File: src/rtl/core/serial_date_time_converter_macros.svh
// ----------------------------------------------------------------------------
// serial_date_time_converter_macros
// assertion macros used by the converter top level
// ----------------------------------------------------------------------------
`ifndef SERIAL_DATE_TIME_CONVERTER_MACROS_SVH
`define SERIAL_DATE_TIME_CONVERTER_MACROS_SVH

`ifndef SYNTH

`define SDTC_ASSERT_IMPL(label, ante, cons) \
    label: assert property (@(posedge clk) disable iff (!rst_n) (ante) |-> (cons)) \
        else $error("sdtc assertion failed");

`define SDTC_ASSERT_NEXT(label, ante, cons) \
    label: assert property (@(posedge clk) disable iff (!rst_n) (ante) |=> (cons)) \
        else $error("sdtc assertion failed");

`else

`define SDTC_ASSERT_IMPL(label, ante, cons)

`define SDTC_ASSERT_NEXT(label, ante, cons)

`endif

`endif

File: src/rtl/core/sdtc_pkg.sv
// ----------------------------------------------------------------------------
// sdtc_pkg
// shared types, constants and month tables of the date and time converter
// ----------------------------------------------------------------------------
`default_nettype none

package sdtc_pkg;

    localparam int PIPE_DEPTH = 8;
    localparam int ENC_LINE   = PIPE_DEPTH - 2;
    localparam int DATA_W     = 104;

    localparam logic ACT_ENCODE = 1'b0;
    localparam logic ACT_DECODE = 1'b1;

    localparam int MONTHS      = 12;
    localparam int FEBRUARY    = 2;
    localparam int MAX_YEAR    = 9999;
    localparam int DAY_BASE    = 693594;
    localparam int SHIFT_BASE  = 693900;
    localparam int MAX_SERIAL  = 2958465;
    localparam int MAX_DAY_MS  = 86399999;
    localparam int QUAD_CENT   = 146097;
    localparam int QUAD_YEAR   = 1461;
    localparam int FIVE_MONTH  = 153;
    localparam int YEAR_DAYS   = 365;
    localparam int CENTURY     = 100;
    localparam int MONTH_WRAP  = 10;
    localparam int MARCH_SHIFT = 3;
    localparam int JAN_SHIFT   = 9;

    localparam int MS_PER_HOUR   = 3600000;
    localparam int MS_PER_MIN    = 60000;
    localparam int MS_PER_SEC    = 1000;
    localparam int MIN_PER_HOUR  = 60;
    localparam int MAX_HOUR      = 23;
    localparam int MAX_MINUTE    = 59;
    localparam int MAX_MILLI     = 999;

    // floor reciprocals, quotient is exact or one low
    localparam int CENT_MUL = 5243;
    localparam int CENT_SH  = 19;
    localparam int QC_MUL   = 114;
    localparam int QC_SH    = 24;
    localparam int QY_MUL   = 179;
    localparam int QY_SH    = 18;
    localparam int FM_MUL   = 13;
    localparam int FM_SH    = 11;
    localparam int FIVE_MUL = 205;
    localparam int FIVE_SH  = 10;
    localparam int MIN_MUL  = 2236;
    localparam int MIN_SH   = 27;
    localparam int HR_MUL   = 34;
    localparam int HR_SH    = 11;
    localparam int SEC_MUL  = 65;
    localparam int SEC_SH   = 16;

    typedef struct packed {
        logic              action;
        logic [13:0]       year_in;
        logic [3:0]        month_in;
        logic [4:0]        day_in;
        logic [5:0]        hour_in;
        logic [5:0]        minute_in;
        logic [5:0]        second_in;
        logic [9:0]        milli_in;
        logic signed [22:0] serial_day_in;
        logic [26:0]       day_ms_in;
    } in_item_t;

    typedef struct packed {
        logic               ok;
        logic signed [22:0] serial_day;
        logic [26:0]        day_ms;
    } enc_res_t;

    typedef struct packed {
        logic        ok;
        logic [13:0] year;
        logic [3:0]  month;
        logic [4:0]  day;
        logic [4:0]  hour;
        logic [5:0]  minute;
        logic [5:0]  second;
        logic [9:0]  milli;
    } dec_res_t;

    function automatic logic [4:0] month_len(input logic [3:0] m);
        logic [4:0] n;
        unique case (m)
            4'd2:    n = 5'd28;
            4'd4:    n = 5'd30;
            4'd6:    n = 5'd30;
            4'd9:    n = 5'd30;
            4'd11:   n = 5'd30;
            default: n = 5'd31;
        endcase
        return n;
    endfunction

    // days before the first of the month in a common year
    function automatic logic [8:0] days_before(input logic [3:0] m);
        logic [8:0] n;
        unique case (m)
            4'd2:    n = 9'd31;
            4'd3:    n = 9'd59;
            4'd4:    n = 9'd90;
            4'd5:    n = 9'd120;
            4'd6:    n = 9'd151;
            4'd7:    n = 9'd181;
            4'd8:    n = 9'd212;
            4'd9:    n = 9'd243;
            4'd10:   n = 9'd273;
            4'd11:   n = 9'd304;
            4'd12:   n = 9'd334;
            default: n = 9'd0;
        endcase
        return n;
    endfunction

endpackage

`default_nettype wire

File: src/rtl/core/sdtc_enc.sv
// ----------------------------------------------------------------------------
// sdtc_enc
// calendar date and time to serial day and milliseconds, delay matched
// ----------------------------------------------------------------------------
`default_nettype none

module sdtc_enc (
    input  logic               clk,
    input  logic               en,
    input  sdtc_pkg::in_item_t item,
    output sdtc_pkg::enc_res_t res
);
    import sdtc_pkg::*;

    typedef struct packed {
        logic        act;
        logic [13:0] year;
        logic [3:0]  month;
        logic [4:0]  day;
        logic [13:0] yb;
        logic [7:0]  cent_y;
        logic [7:0]  cent_yb;
        logic [4:0]  mlen;
        logic [8:0]  cum;
        logic [4:0]  hour;
        logic [5:0]  minute;
        logic [5:0]  second;
        logic [9:0]  milli;
    } e1_t;

    typedef struct packed {
        logic        ok;
        logic [22:0] yterm;
        logic [7:0]  cterm;
        logic [8:0]  doy;
        logic [26:0] ph;
        logic [26:0] pm;
        logic [26:0] ps;
        logic [9:0]  milli;
    } e2_t;

    e1_t      e1_reg, e1_next;
    e2_t      e2_reg, e2_next;
    enc_res_t line_reg [ENC_LINE];
    enc_res_t line_next;

    logic        leap;
    logic [4:0]  dim;
    logic [24:0] days;
    logic [26:0] tms;

    always_comb
    begin
        e1_next.act     = item.action;
        e1_next.year    = item.year_in;
        e1_next.month   = item.month_in;
        e1_next.day     = item.day_in;
        e1_next.yb      = item.year_in - 14'd1;
        e1_next.cent_y  = 8'((27'(item.year_in) * 27'(CENT_MUL)) >> CENT_SH);
        e1_next.cent_yb = 8'((27'(e1_next.yb) * 27'(CENT_MUL)) >> CENT_SH);
        e1_next.mlen    = month_len(item.month_in);
        e1_next.cum     = days_before(item.month_in);
        e1_next.hour    = (item.hour_in > 6'(MAX_HOUR)) ? 5'(MAX_HOUR) : item.hour_in[4:0];
        e1_next.minute  = (item.minute_in > 6'(MAX_MINUTE)) ? 6'(MAX_MINUTE) : item.minute_in;
        e1_next.second  = (item.second_in > 6'(MAX_MINUTE)) ? 6'(MAX_MINUTE) : item.second_in;
        e1_next.milli   = (item.milli_in > 10'(MAX_MILLI)) ? 10'(MAX_MILLI) : item.milli_in;
    end

    always_comb
    begin
        leap = (e1_reg.year[1:0] == 2'b00)
            && (({1'b0, e1_reg.year} != 15'(e1_reg.cent_y) * 15'(CENTURY))
                || (e1_reg.cent_y[1:0] == 2'b00));
        dim  = ((e1_reg.month == 4'(FEBRUARY)) && leap) ? 5'd29 : e1_reg.mlen;
        e2_next.ok    = (e1_reg.act == ACT_ENCODE)
            && (e1_reg.year >= 14'd1) && (e1_reg.year <= 14'(MAX_YEAR))
            && (e1_reg.month >= 4'd1) && (e1_reg.month <= 4'(MONTHS))
            && (e1_reg.day >= 5'd1) && (e1_reg.day <= dim);
        e2_next.doy   = e1_reg.cum + 9'(e1_reg.day)
            + 9'((leap && (e1_reg.month > 4'(FEBRUARY))) ? 1 : 0);
        e2_next.yterm = 23'(e1_reg.yb) * 23'(YEAR_DAYS) + 23'(e1_reg.yb >> 2);
        e2_next.cterm = e1_reg.cent_yb - (e1_reg.cent_yb >> 2);
        e2_next.ph    = 27'(e1_reg.hour) * 27'(MS_PER_HOUR);
        e2_next.pm    = 27'(e1_reg.minute) * 27'(MS_PER_MIN);
        e2_next.ps    = 27'(e1_reg.second) * 27'(MS_PER_SEC);
        e2_next.milli = e1_reg.milli;
    end

    always_comb
    begin
        days = 25'(e2_reg.yterm) + 25'(e2_reg.doy) - 25'(e2_reg.cterm) - 25'(DAY_BASE);
        tms  = e2_reg.ph + e2_reg.pm + e2_reg.ps + 27'(e2_reg.milli);
        line_next.ok         = e2_reg.ok;
        line_next.serial_day = e2_reg.ok ? 23'(days) : '0;
        line_next.day_ms     = e2_reg.ok ? tms : '0;
    end

    always_ff @(posedge clk)
    begin
        if (en)
        begin
            e1_reg      <= e1_next;
            e2_reg      <= e2_next;
            line_reg[0] <= line_next;
            for (int i = 1; i < ENC_LINE; i++)
            begin
                line_reg[i] <= line_reg[i-1];
            end
        end
    end

    assign res = line_reg[ENC_LINE-1];

endmodule

`default_nettype wire

File: src/rtl/core/sdtc_dec.sv
// ----------------------------------------------------------------------------
// sdtc_dec
// serial day and milliseconds to calendar date and time, eight stages
// ----------------------------------------------------------------------------
`default_nettype none

module sdtc_dec (
    input  logic               clk,
    input  logic               en,
    input  sdtc_pkg::in_item_t item,
    output sdtc_pkg::dec_res_t res
);
    import sdtc_pkg::*;

    typedef struct packed {
        logic [4:0] hour;
        logic [5:0] minute;
        logic [5:0] second;
        logic [9:0] milli;
    } tod_t;

    typedef struct packed {
        logic        ok;
        logic [23:0] j;
        logic [26:0] tms;
    } d1_t;

    typedef struct packed {
        logic        ok;
        logic [23:0] j;
        logic [6:0]  qy;
        logic [26:0] tms;
        logic [10:0] mins;
    } d2_t;

    typedef struct packed {
        logic        ok;
        logic [6:0]  qy;
        logic [15:0] ld;
        logic [10:0] mins;
        logic [15:0] rem;
    } d3_t;

    typedef struct packed {
        logic        ok;
        logic [6:0]  qy;
        logic [17:0] a;
        logic [6:0]  lj;
        logic [10:0] mins;
        logic [4:0]  hr;
        logic [15:0] rem;
        logic [5:0]  sec;
    } d4_t;

    typedef struct packed {
        logic       ok;
        logic [6:0] qy;
        logic [6:0] lj;
        logic [8:0] ld2;
        tod_t       tod;
    } d5_t;

    typedef struct packed {
        logic        ok;
        logic [13:0] year;
        logic [10:0] b;
        logic [3:0]  lm;
        tod_t        tod;
    } d6_t;

    typedef struct packed {
        logic        ok;
        logic [13:0] year;
        logic [3:0]  lm;
        logic [7:0]  rb;
        tod_t        tod;
    } d7_t;

    d1_t      d1_reg, d1_next;
    d2_t      d2_reg, d2_next;
    d3_t      d3_reg, d3_next;
    d4_t      d4_reg, d4_next;
    d5_t      d5_reg, d5_next;
    d6_t      d6_reg, d6_next;
    d7_t      d7_reg, d7_next;
    dec_res_t res_reg, res_next;

    logic [26:0] tms_sat;
    logic [23:0] nsum;
    logic [23:0] ry;
    logic [26:0] rm;
    logic [17:0] rj;
    logic [10:0] rmin;
    logic [15:0] rs;
    logic [8:0]  rb;
    logic [4:0]  fifth;

    // range check and shift to a march based era
    always_comb
    begin
        tms_sat = (item.day_ms_in > 27'(MAX_DAY_MS)) ? 27'(MAX_DAY_MS) : item.day_ms_in;
        nsum    = 24'(item.serial_day_in) + 24'(SHIFT_BASE);
        d1_next.ok  = (item.action == ACT_DECODE)
            && !((item.serial_day_in == '0) && (tms_sat == '0))
            && (int'(item.serial_day_in) > -DAY_BASE)
            && (int'(item.serial_day_in) <= MAX_SERIAL);
        d1_next.j   = {nsum[21:0], 2'b00} - 24'd1;
        d1_next.tms = tms_sat;
    end

    always_comb
    begin
        d2_next.ok   = d1_reg.ok;
        d2_next.j    = d1_reg.j;
        d2_next.qy   = 7'((31'(d1_reg.j) * 31'(QC_MUL)) >> QC_SH);
        d2_next.tms  = d1_reg.tms;
        d2_next.mins = 11'((39'(d1_reg.tms) * 39'(MIN_MUL)) >> MIN_SH);
    end

    always_comb
    begin
        ry = d2_reg.j - 24'(25'(d2_reg.qy) * 25'(QUAD_CENT));
        rm = d2_reg.tms - 27'(27'(d2_reg.mins) * 27'(MS_PER_MIN));
        d3_next.ok   = d2_reg.ok;
        d3_next.qy   = d2_reg.qy;
        d3_next.mins = d2_reg.mins;
        if (ry >= 24'(QUAD_CENT))
        begin
            d3_next.qy = d2_reg.qy + 7'd1;
            ry         = ry - 24'(QUAD_CENT);
        end
        if (rm >= 27'(MS_PER_MIN))
        begin
            d3_next.mins = d2_reg.mins + 11'd1;
            rm           = rm - 27'(MS_PER_MIN);
        end
        d3_next.ld  = 16'(ry >> 2);
        d3_next.rem = 16'(rm);
    end

    always_comb
    begin
        d4_next.ok   = d3_reg.ok;
        d4_next.qy   = d3_reg.qy;
        d4_next.a    = {d3_reg.ld, 2'b11};
        d4_next.lj   = 7'((26'(d4_next.a) * 26'(QY_MUL)) >> QY_SH);
        d4_next.mins = d3_reg.mins;
        d4_next.hr   = 5'((17'(d3_reg.mins) * 17'(HR_MUL)) >> HR_SH);
        d4_next.rem  = d3_reg.rem;
        d4_next.sec  = 6'((23'(d3_reg.rem) * 23'(SEC_MUL)) >> SEC_SH);
    end

    always_comb
    begin
        rj   = d4_reg.a - 18'(18'(d4_reg.lj) * 18'(QUAD_YEAR));
        rmin = d4_reg.mins - 11'(11'(d4_reg.hr) * 11'(MIN_PER_HOUR));
        rs   = d4_reg.rem - 16'(16'(d4_reg.sec) * 16'(MS_PER_SEC));
        d5_next.ok         = d4_reg.ok;
        d5_next.qy         = d4_reg.qy;
        d5_next.lj         = d4_reg.lj;
        d5_next.tod.hour   = d4_reg.hr;
        d5_next.tod.second = d4_reg.sec;
        if (rj >= 18'(QUAD_YEAR))
        begin
            d5_next.lj = d4_reg.lj + 7'd1;
            rj         = rj - 18'(QUAD_YEAR);
        end
        if (rmin >= 11'(MIN_PER_HOUR))
        begin
            d5_next.tod.hour = d4_reg.hr + 5'd1;
            rmin             = rmin - 11'(MIN_PER_HOUR);
        end
        if (rs >= 16'(MS_PER_SEC))
        begin
            d5_next.tod.second = d4_reg.sec + 6'd1;
            rs                 = rs - 16'(MS_PER_SEC);
        end
        d5_next.ld2        = 9'(rj >> 2) + 9'd1;
        d5_next.tod.minute = 6'(rmin);
        d5_next.tod.milli  = 10'(rs);
    end

    always_comb
    begin
        d6_next.ok   = d5_reg.ok;
        d6_next.year = 14'(d5_reg.qy) * 14'(CENTURY) + 14'(d5_reg.lj);
        d6_next.b    = 11'(d5_reg.ld2) * 11'(5) - 11'd3;
        d6_next.lm   = 4'((15'(d6_next.b) * 15'(FM_MUL)) >> FM_SH);
        d6_next.tod  = d5_reg.tod;
    end

    always_comb
    begin
        rb = 9'(d6_reg.b - 11'(11'(d6_reg.lm) * 11'(FIVE_MONTH)));
        d7_next.ok   = d6_reg.ok;
        d7_next.year = d6_reg.year;
        d7_next.lm   = d6_reg.lm;
        d7_next.tod  = d6_reg.tod;
        if (rb >= 9'(FIVE_MONTH))
        begin
            d7_next.lm = d6_reg.lm + 4'd1;
            rb         = rb - 9'(FIVE_MONTH);
        end
        d7_next.rb = 8'(rb);
    end

    // back from march based months, zero when not decoded
    always_comb
    begin
        fifth = 5'((16'(d7_reg.rb) * 16'(FIVE_MUL)) >> FIVE_SH) + 5'd1;
        res_next.ok     = d7_reg.ok;
        res_next.day    = fifth;
        res_next.hour   = d7_reg.tod.hour;
        res_next.minute = d7_reg.tod.minute;
        res_next.second = d7_reg.tod.second;
        res_next.milli  = d7_reg.tod.milli;
        if (d7_reg.lm < 4'(MONTH_WRAP))
        begin
            res_next.month = d7_reg.lm + 4'(MARCH_SHIFT);
            res_next.year  = d7_reg.year;
        end
        else
        begin
            res_next.month = d7_reg.lm - 4'(JAN_SHIFT);
            res_next.year  = d7_reg.year + 14'd1;
        end
        if (!d7_reg.ok)
        begin
            res_next = '0;
        end
    end

    always_ff @(posedge clk)
    begin
        if (en)
        begin
            d1_reg  <= d1_next;
            d2_reg  <= d2_next;
            d3_reg  <= d3_next;
            d4_reg  <= d4_next;
            d5_reg  <= d5_next;
            d6_reg  <= d6_next;
            d7_reg  <= d7_next;
            res_reg <= res_next;
        end
    end

    assign res = res_reg;

endmodule

`default_nettype wire

File: src/rtl/core/serial_date_time_converter.sv
// ----------------------------------------------------------------------------
// serial_date_time_converter
// pipeline: an accepted word passes through every register stage to its result word
// throughput: one word per cycle, every stage takes a new word each cycle unless the output stalls
// a stalled output freezes every stage, nothing is dropped or repeated
// reset: asynchronous, clears the stage valid bits only
// ----------------------------------------------------------------------------
`default_nettype none

module serial_date_time_converter (
    input  logic                        clk,
    input  logic                        rst_n,
    input  logic                        s_axis_tvalid,
    output logic                        s_axis_tready,
    // year_in, month_in, day_in, hour_in, minute_in, second_in, milli_in,
    // serial_day_in, day_ms_in, zero pad
    input  logic [sdtc_pkg::DATA_W-1:0] s_axis_tdata,
    // action
    input  logic                        s_axis_tuser,
    output logic                        m_axis_tvalid,
    input  logic                        m_axis_tready,
    // serial_day_out, day_ms_out, year_out, month_out, day_out, hour_out,
    // minute_out, second_out, milli_out, zero pad
    output logic [sdtc_pkg::DATA_W-1:0] m_axis_tdata,
    // valid_res
    output logic                        m_axis_tuser
);
    import sdtc_pkg::*;

    logic                  en;
    logic [PIPE_DEPTH-1:0] vld_reg, vld_next;
    in_item_t              item;
    enc_res_t              enc_res;
    dec_res_t              dec_res;

    always_comb
    begin
        item.action        = s_axis_tuser;
        item.year_in       = s_axis_tdata[13:0];
        item.month_in      = s_axis_tdata[17:14];
        item.day_in        = s_axis_tdata[22:18];
        item.hour_in       = s_axis_tdata[28:23];
        item.minute_in     = s_axis_tdata[34:29];
        item.second_in     = s_axis_tdata[40:35];
        item.milli_in      = s_axis_tdata[50:41];
        item.serial_day_in = s_axis_tdata[73:51];
        item.day_ms_in     = s_axis_tdata[100:74];
    end

    assign en       = !vld_reg[PIPE_DEPTH-1] || m_axis_tready;
    assign vld_next = en ? {vld_reg[PIPE_DEPTH-2:0], s_axis_tvalid} : vld_reg;

    always_ff @(posedge clk or negedge rst_n)
    begin
        if (!rst_n)
        begin
            vld_reg <= '0;
        end
        else
        begin
            vld_reg <= vld_next;
        end
    end

    sdtc_enc u_enc (
        .clk  (clk),
        .en   (en),
        .item (item),
        .res  (enc_res)
    );

    sdtc_dec u_dec (
        .clk  (clk),
        .en   (en),
        .item (item),
        .res  (dec_res)
    );

    assign s_axis_tready = en;
    assign m_axis_tvalid = vld_reg[PIPE_DEPTH-1];
    assign m_axis_tuser  = enc_res.ok || dec_res.ok;
    assign m_axis_tdata  = {4'b0000, dec_res.milli, dec_res.second, dec_res.minute,
                            dec_res.hour, dec_res.day, dec_res.month, dec_res.year,
                            enc_res.day_ms, enc_res.serial_day};

`include "serial_date_time_converter_macros.svh"

    `SDTC_ASSERT_NEXT(a_accept_enters, s_axis_tvalid && s_axis_tready, vld_reg[0])
    `SDTC_ASSERT_NEXT(a_stall_freezes, !en, $stable(vld_reg))
    `SDTC_ASSERT_IMPL(a_tod_range, m_axis_tvalid,
                      (m_axis_tdata[77:73] <= 5'd23) && (m_axis_tdata[83:78] <= 6'd59)
                      && (m_axis_tdata[89:84] <= 6'd59) && (m_axis_tdata[99:90] <= 10'd999))
    `SDTC_ASSERT_IMPL(a_mode_exclusive, m_axis_tvalid && (m_axis_tdata[49:23] != '0),
                      m_axis_tdata[99:50] == '0)

endmodule

`default_nettype wire
File: config.mk
export PLATFORM = sky130hd
export DESIGN_NAME = serial_date_time_converter
export DESIGN_NICKNAME = d
export VERILOG_FILES = /design/src/rtl/core/sdtc_pkg.sv /design/src/rtl/core/sdtc_enc.sv /design/src/rtl/core/sdtc_dec.sv /design/src/rtl/core/serial_date_time_converter.sv
export VERILOG_INCLUDE_DIRS = /design/src /design/src/rtl/core
export SDC_FILE = /design/constraint.sdc
export NUM_CORES = 2
export LEC_CHECK = 0
export ABC_AREA = 0
export BUFFER_PORTS_ARGS = -buffer_cell sky130_fd_sc_hd__buf_4
export CORE_MARGIN = 2
export CORE_UTILIZATION = 25
export CTS_BUF_LIST = sky130_fd_sc_hd__clkbuf_4 sky130_fd_sc_hd__clkbuf_8 sky130_fd_sc_hd__clkbuf_16
export CTS_CLUSTER_DIAMETER = 120
export DETAILED_ROUTE_END_ITERATION = 6
export PLACE_DENSITY = 0.43
export SLEW_MARGIN = 20
export SYNTH_ARGS = -nofsm -noshare
export SYNTH_HDL_FRONTEND = slang
export SYNTH_SLANG_ARGS = --single-unit
File: constraint.sdc
create_clock -name clk -period 46.4 [get_ports clk]
set_input_delay 9.28 -clock clk [delete_from_list [all_inputs] [get_ports clk]]
set_output_delay 9.28 -clock clk [all_outputs]
set_load 0.03 [all_outputs]
-- Word level (Yosys, flattened, before mapping)
Memories as Yosys holds them, arrays and structs flattened. A register that Yosys moved wholly into a read port is not among the register bits.
Index checks and enable logic that the tools add are counted.
- add/sub/neg operators: 38
- multiplexer cells: 22
- equality and inequality tests: 7
- reduce and logical (&&, ||, !) cells: 23
- bitwise operators: 1
- magnitude comparators: 21
- shift-type cells: 0
- div/mod/pow operators: 0
- multiply operators: 22
- operators by type and width (kind ; count):
    $mul A14 B13 Y27 const B ; 2
    $mux W27 ; 2
    $mux W51 ; 1
    $mul A27 B10 Y36 const B ; 1
    $mux W18 ; 2
    $mul A24 B6 Y30 const B ; 1
    $add A27 B10 Y27 ; 1
    $add A27 B16 Y27 ; 1
    $add A27 B22 Y27 ; 1
    $ge A27 B16 Y1 const B ; 1
    $gt A27 B27 Y1 const B ; 1
    $logic_not A27 Y1 ; 1
    $sub A27 B27 Y27 ; 1
    $mul A6 B7 Y13 const B ; 2
    $mul A18 B8 Y25 const B ; 1
    $ge A24 B18 Y1 const B ; 1
    $mul A7 B18 Y24 const B ; 1
    $sub A24 B1 Y24 const B ; 1
    $sub A24 B24 Y24 ; 1
    $add A23 B12 Y23 ; 1
    $add A23 B9 Y23 ; 1
    $gt A23 B21 Y1 const B ; 1
    $le A23 B23 Y1 const B ; 1
    $logic_not A23 Y1 ; 1
    78 further kinds ; 106
- memories: 2
- memory bits (writable): 306
- bits in read-only memories: 144
- output and inout bits: 107
- latch bits: 0
- input port bits: 109
- logic and storage cells: 210
- bits in registers: 648
- memories (name ; words ; bits a word ; rd ports ; clocked after Yosys merged registers in ; write ports ; RTL line ; source):
    u_enc.line_reg ; 6 ; 51 ; 6 ; 0 ; 6 ; sdtc_enc.sv:44 ; enc_res_t line_reg [ENC_LINE];
    (no name shown) ; 16 ; 9 ; 1 ; 1 ; 0 ; sdtc_pkg.sv:104 ; unique case (m)

-- Logic depth before layout (Yosys ltp)
- word-level depth: 8
- gate-level depth with buffers: 29
- depth with buffers taken out: 28

-- By module
From an unflattened synthesis, not the netlist that was laid out.
- cell total of the unflattened synthesis: 6093
- area total of the unflattened synthesis: 74169.9 µm²
- modules (own cells, without submodules) (module ; area an instance (µm²) ; times used ; seq. area each (µm²) ; cells an instance):
    sdtc_dec ; 40847.9 ; 1 ; 13482.9 ; 3554
    sdtc_enc ; 32945.3 ; 1 ; 14984.4 ; 2515
    serial_date_time_converter ; 376.6 ; 1 ; 200.2 ; 24

-- Worst setup path after synthesis
Ideal clock, no wire load.
- kind: in2out
- start point: input port m_axis_tready
- end point: output port s_axis_tready
- path slack: 1735 ps
- arrival: 35385 ps
- data required time: 37120 ps
- cell stages on the path: 2
- cells stage by stage: nand2b_1 -> clkbuf_1
- longest elaborated chain between the ends: 1
- ends and longest elaborated chain (element ; RTL line ; source):
    from (decl) ; serial_date_time_converter.sv:21 ; input logic m_axis_tready,
    $logic_or A1 B1 Y1 ; serial_date_time_converter.sv:50 ; assign en = !vld_reg[PIPE_DEPTH-1] || m_axis_tready;
    to (decl) ; serial_date_time_converter.sv:14 ; output logic s_axis_tready,
No other way between the ends.

-- Worst setup path in the final report
Same ends and word-level chain as after synthesis.

==> out/metrics.yaml <==
core-area_mm2: 0.295
maxClockFrequency_mhz: 50.8
cell_area_after_placement_mm2: 0.0799
detail_route.wl_per_cell_um: 13.7
fillers: 30200
final_nets: 8187
count_of_flip_flops_with_a_built_in_enable_after_synthesis: 948
dominantRegCellSynth: "edfxtp_1"
synth.lib_cells_used.distinct: 80
antenna_found_initial: 7
grt_max_degree: 164
mostFrequentLayoutCells: "1166 x ha_1, 1082 x inv_1, 948 x edfxtp_1"
yosys.area_share.adder: 0.356
synth_compound_area_frac: 0.0675
slew_headroom: 0.315
num_io_pins: 216
main_combinational_cell_family_by_area_after_synthesis: "adder cells"
port_buffers: 208
synthXorXnorAreaFrac: 0.0533
vias: 42200
setup_slack_ps: 26720
period_minus_slack_ps: 19680
antenna_violating_nets_post_route: 0
run_status: "complete, no violations"
die_y_um: 549
cts_max_path_bufs: 4
crit_arrival_ps: 10400
largest_register_ffs: 306
setup_tns_ps: 0
worst_slew_pin_slew_ps: 1030
synth_simple_gate_area_share: 0.0637
layout_commonest_cell: "ha_1"
place_worst_setup_slack_ps: 26680
clk_latency_ps: 890
worst-setup-path-type: "in2out"
path_clk_slew_ps: 60
dr.first_iter.drc_count: 1694
maxCapViolations: 0
slew_viol_final: 0
worst_path_required_time_ps: 37120
route.detailed.drc: 0
remaining_global_route_overflow: 0
rsz0062_at_grt: "false"
clock_sinks: 956
hpwlAfterDp_um: 112000
critPathCaptureType: "output pin"
routed_wirelength_um: 141000
post_cts.resized_instances: 0
final_number_of_hold_violating_endpoints: 0
cts_max_level: 3
ys_warn_count: 0
final_min_period_over_clock_period: 0.424
post_drt_via_cell_ratio: 4.08
seq_area_frac_synth: 0.387
async_flop_share: 0.00837
drive_above_1_share: 0.0785
finalSetupViolations: 0
count_of_hold_buffers_inserted_by_post_cts_repair: 0
tritoncts: "built"
grt_first_pass_wirelength_um: 234000
finish.instance_area_mm2: 0.0841
drt-pass1-iter-count: 5
placementRows: 199
num_cts_buffers: 124
timing.hold.worst.class: "reg2reg"
cts_post_setup_buffers_inserted: 0
crit_path_max_fanout: 62
ys_seq_elements: 956
die_w_um: 549
start_kind: "primary input"
area_of_the_die_mm2: 0.301
start_util: 0.252
synthMuxAreaShare: 0.00456
first_global_vias: 44800
global_route.usage.total: 0.0949
area_delta_synth_final_pct: 13.4
post_synthesis_cell_area_mm2: 0.0741
postSynthCellCount: 6112
root_buffer: "clkbuf_16"
skew_ps: 98.6
synth_area_per_cell_um2: 12.1
gpl.final_weighted_congestion: 0.789
==> Yosys cell counts, types with 17 or more instances <==
cell type  instances  share of area
edfxtp_1         948           0.38
a21oi_1          228          0.015
nand2b_1          60         0.0051
clkbuf_1          42         0.0021
and3_1            24         0.0020
inv_1           1082          0.055
nor2_1           174         0.0088
buf_4            104          0.011
o21bai_1          54         0.0055
mux2i_1           18         0.0024
nand2_1          162         0.0082
nand3_1           84         0.0057
a21o_1           100          0.010
xor2_1           124          0.015
fa_1             590           0.16
nor4_1            20         0.0017
o21ai_0          163          0.011
a211oi_1          17         0.0017
nor3_1            68         0.0046
a31oi_1           28         0.0024
and2_1            99         0.0084
o21a_1            41         0.0042
xnor2_1          327          0.039
nor2b_1           60         0.0051
nand4_1           38         0.0032
a21boi_0          22         0.0022
or2_2             35         0.0030
ha_1            1166           0.20
==> per-stage QoR <==
stage,instances,util,hold WS (ps)
floorplan,6115,-,400
global placement,10100,0.271,401
detailed placement,10100,0.271,405
CTS,10300,0.285,366
global route,10300,0.285,382
finish,10300,0.285,373
==> worst max-delay path, stage by stage <==
cell      delay (ps)
buf_4             80
nand2b_4         660
buf_4            300
==> cell families (layout without fill, tap and decap cells) <==
logic type               after synthesis  count (layout)
multiplexers                          31              31
AND/OR/NAND/NOR                      898             898
AO/OA/AOI/OAI                        782             782
buffers and inverters               1237            1540
flip-flops                           956             956
XOR/XNOR                             451             451
adder cells (fa/ha/maj)             1756            1756
other                                  1               5
==> cell type report <==
class	count	area [um^2]	area share
Clock inverter	86	1010	0.0120
Timing Repair Buffer	236	1780	0.0212
Inverter	1082	4060	0.0483
Antenna cell	1	2.50	0.0000298
Sequential cell	956	28700	0.341
Multi-Input combinational cell	3922	40400	0.481
Tap cell	3919	4900	0.0583
Clock buffer	136	3210	0.0382
==> final timing paths <==
path,startpoint,cells after the start,slack [ps],to
worst max-delay path,m_axis_tready,3,26720,s_axis_tready
worst max register to register,u_dec.d2_reg[1],24,38650,u_dec.d3_reg[17]
min in group asynchronous,rst_n,1,8290,vld_reg[0]
worst min-delay path,u_dec.d5_reg[50],0,370,u_dec.d6_reg[56]
worst min register to register,u_dec.d5_reg[50],0,370,u_dec.d6_reg[56]
max in group asynchronous,rst_n,1,37990,vld_reg[4]
==> per-layer routing <==
| metal | track usage | vias to the layer above | share of wire |
|---|---|---|---|
| met4 | 0.0242 | 6 | 0.022 |
| met2 | 0.150 | 454 | 0.44 |
| met3 | 0.0139 | 193 | 0.031 |
| met1 | 0.135 | 20300 | 0.50 |
| met5 | 0 | - | 0.00028 |
| li1 | - | 21200 | - |
Power is left out: the tool's default activity adds up to more than one toggle a clock period on the data nets, which glitch-free logic cannot reach.
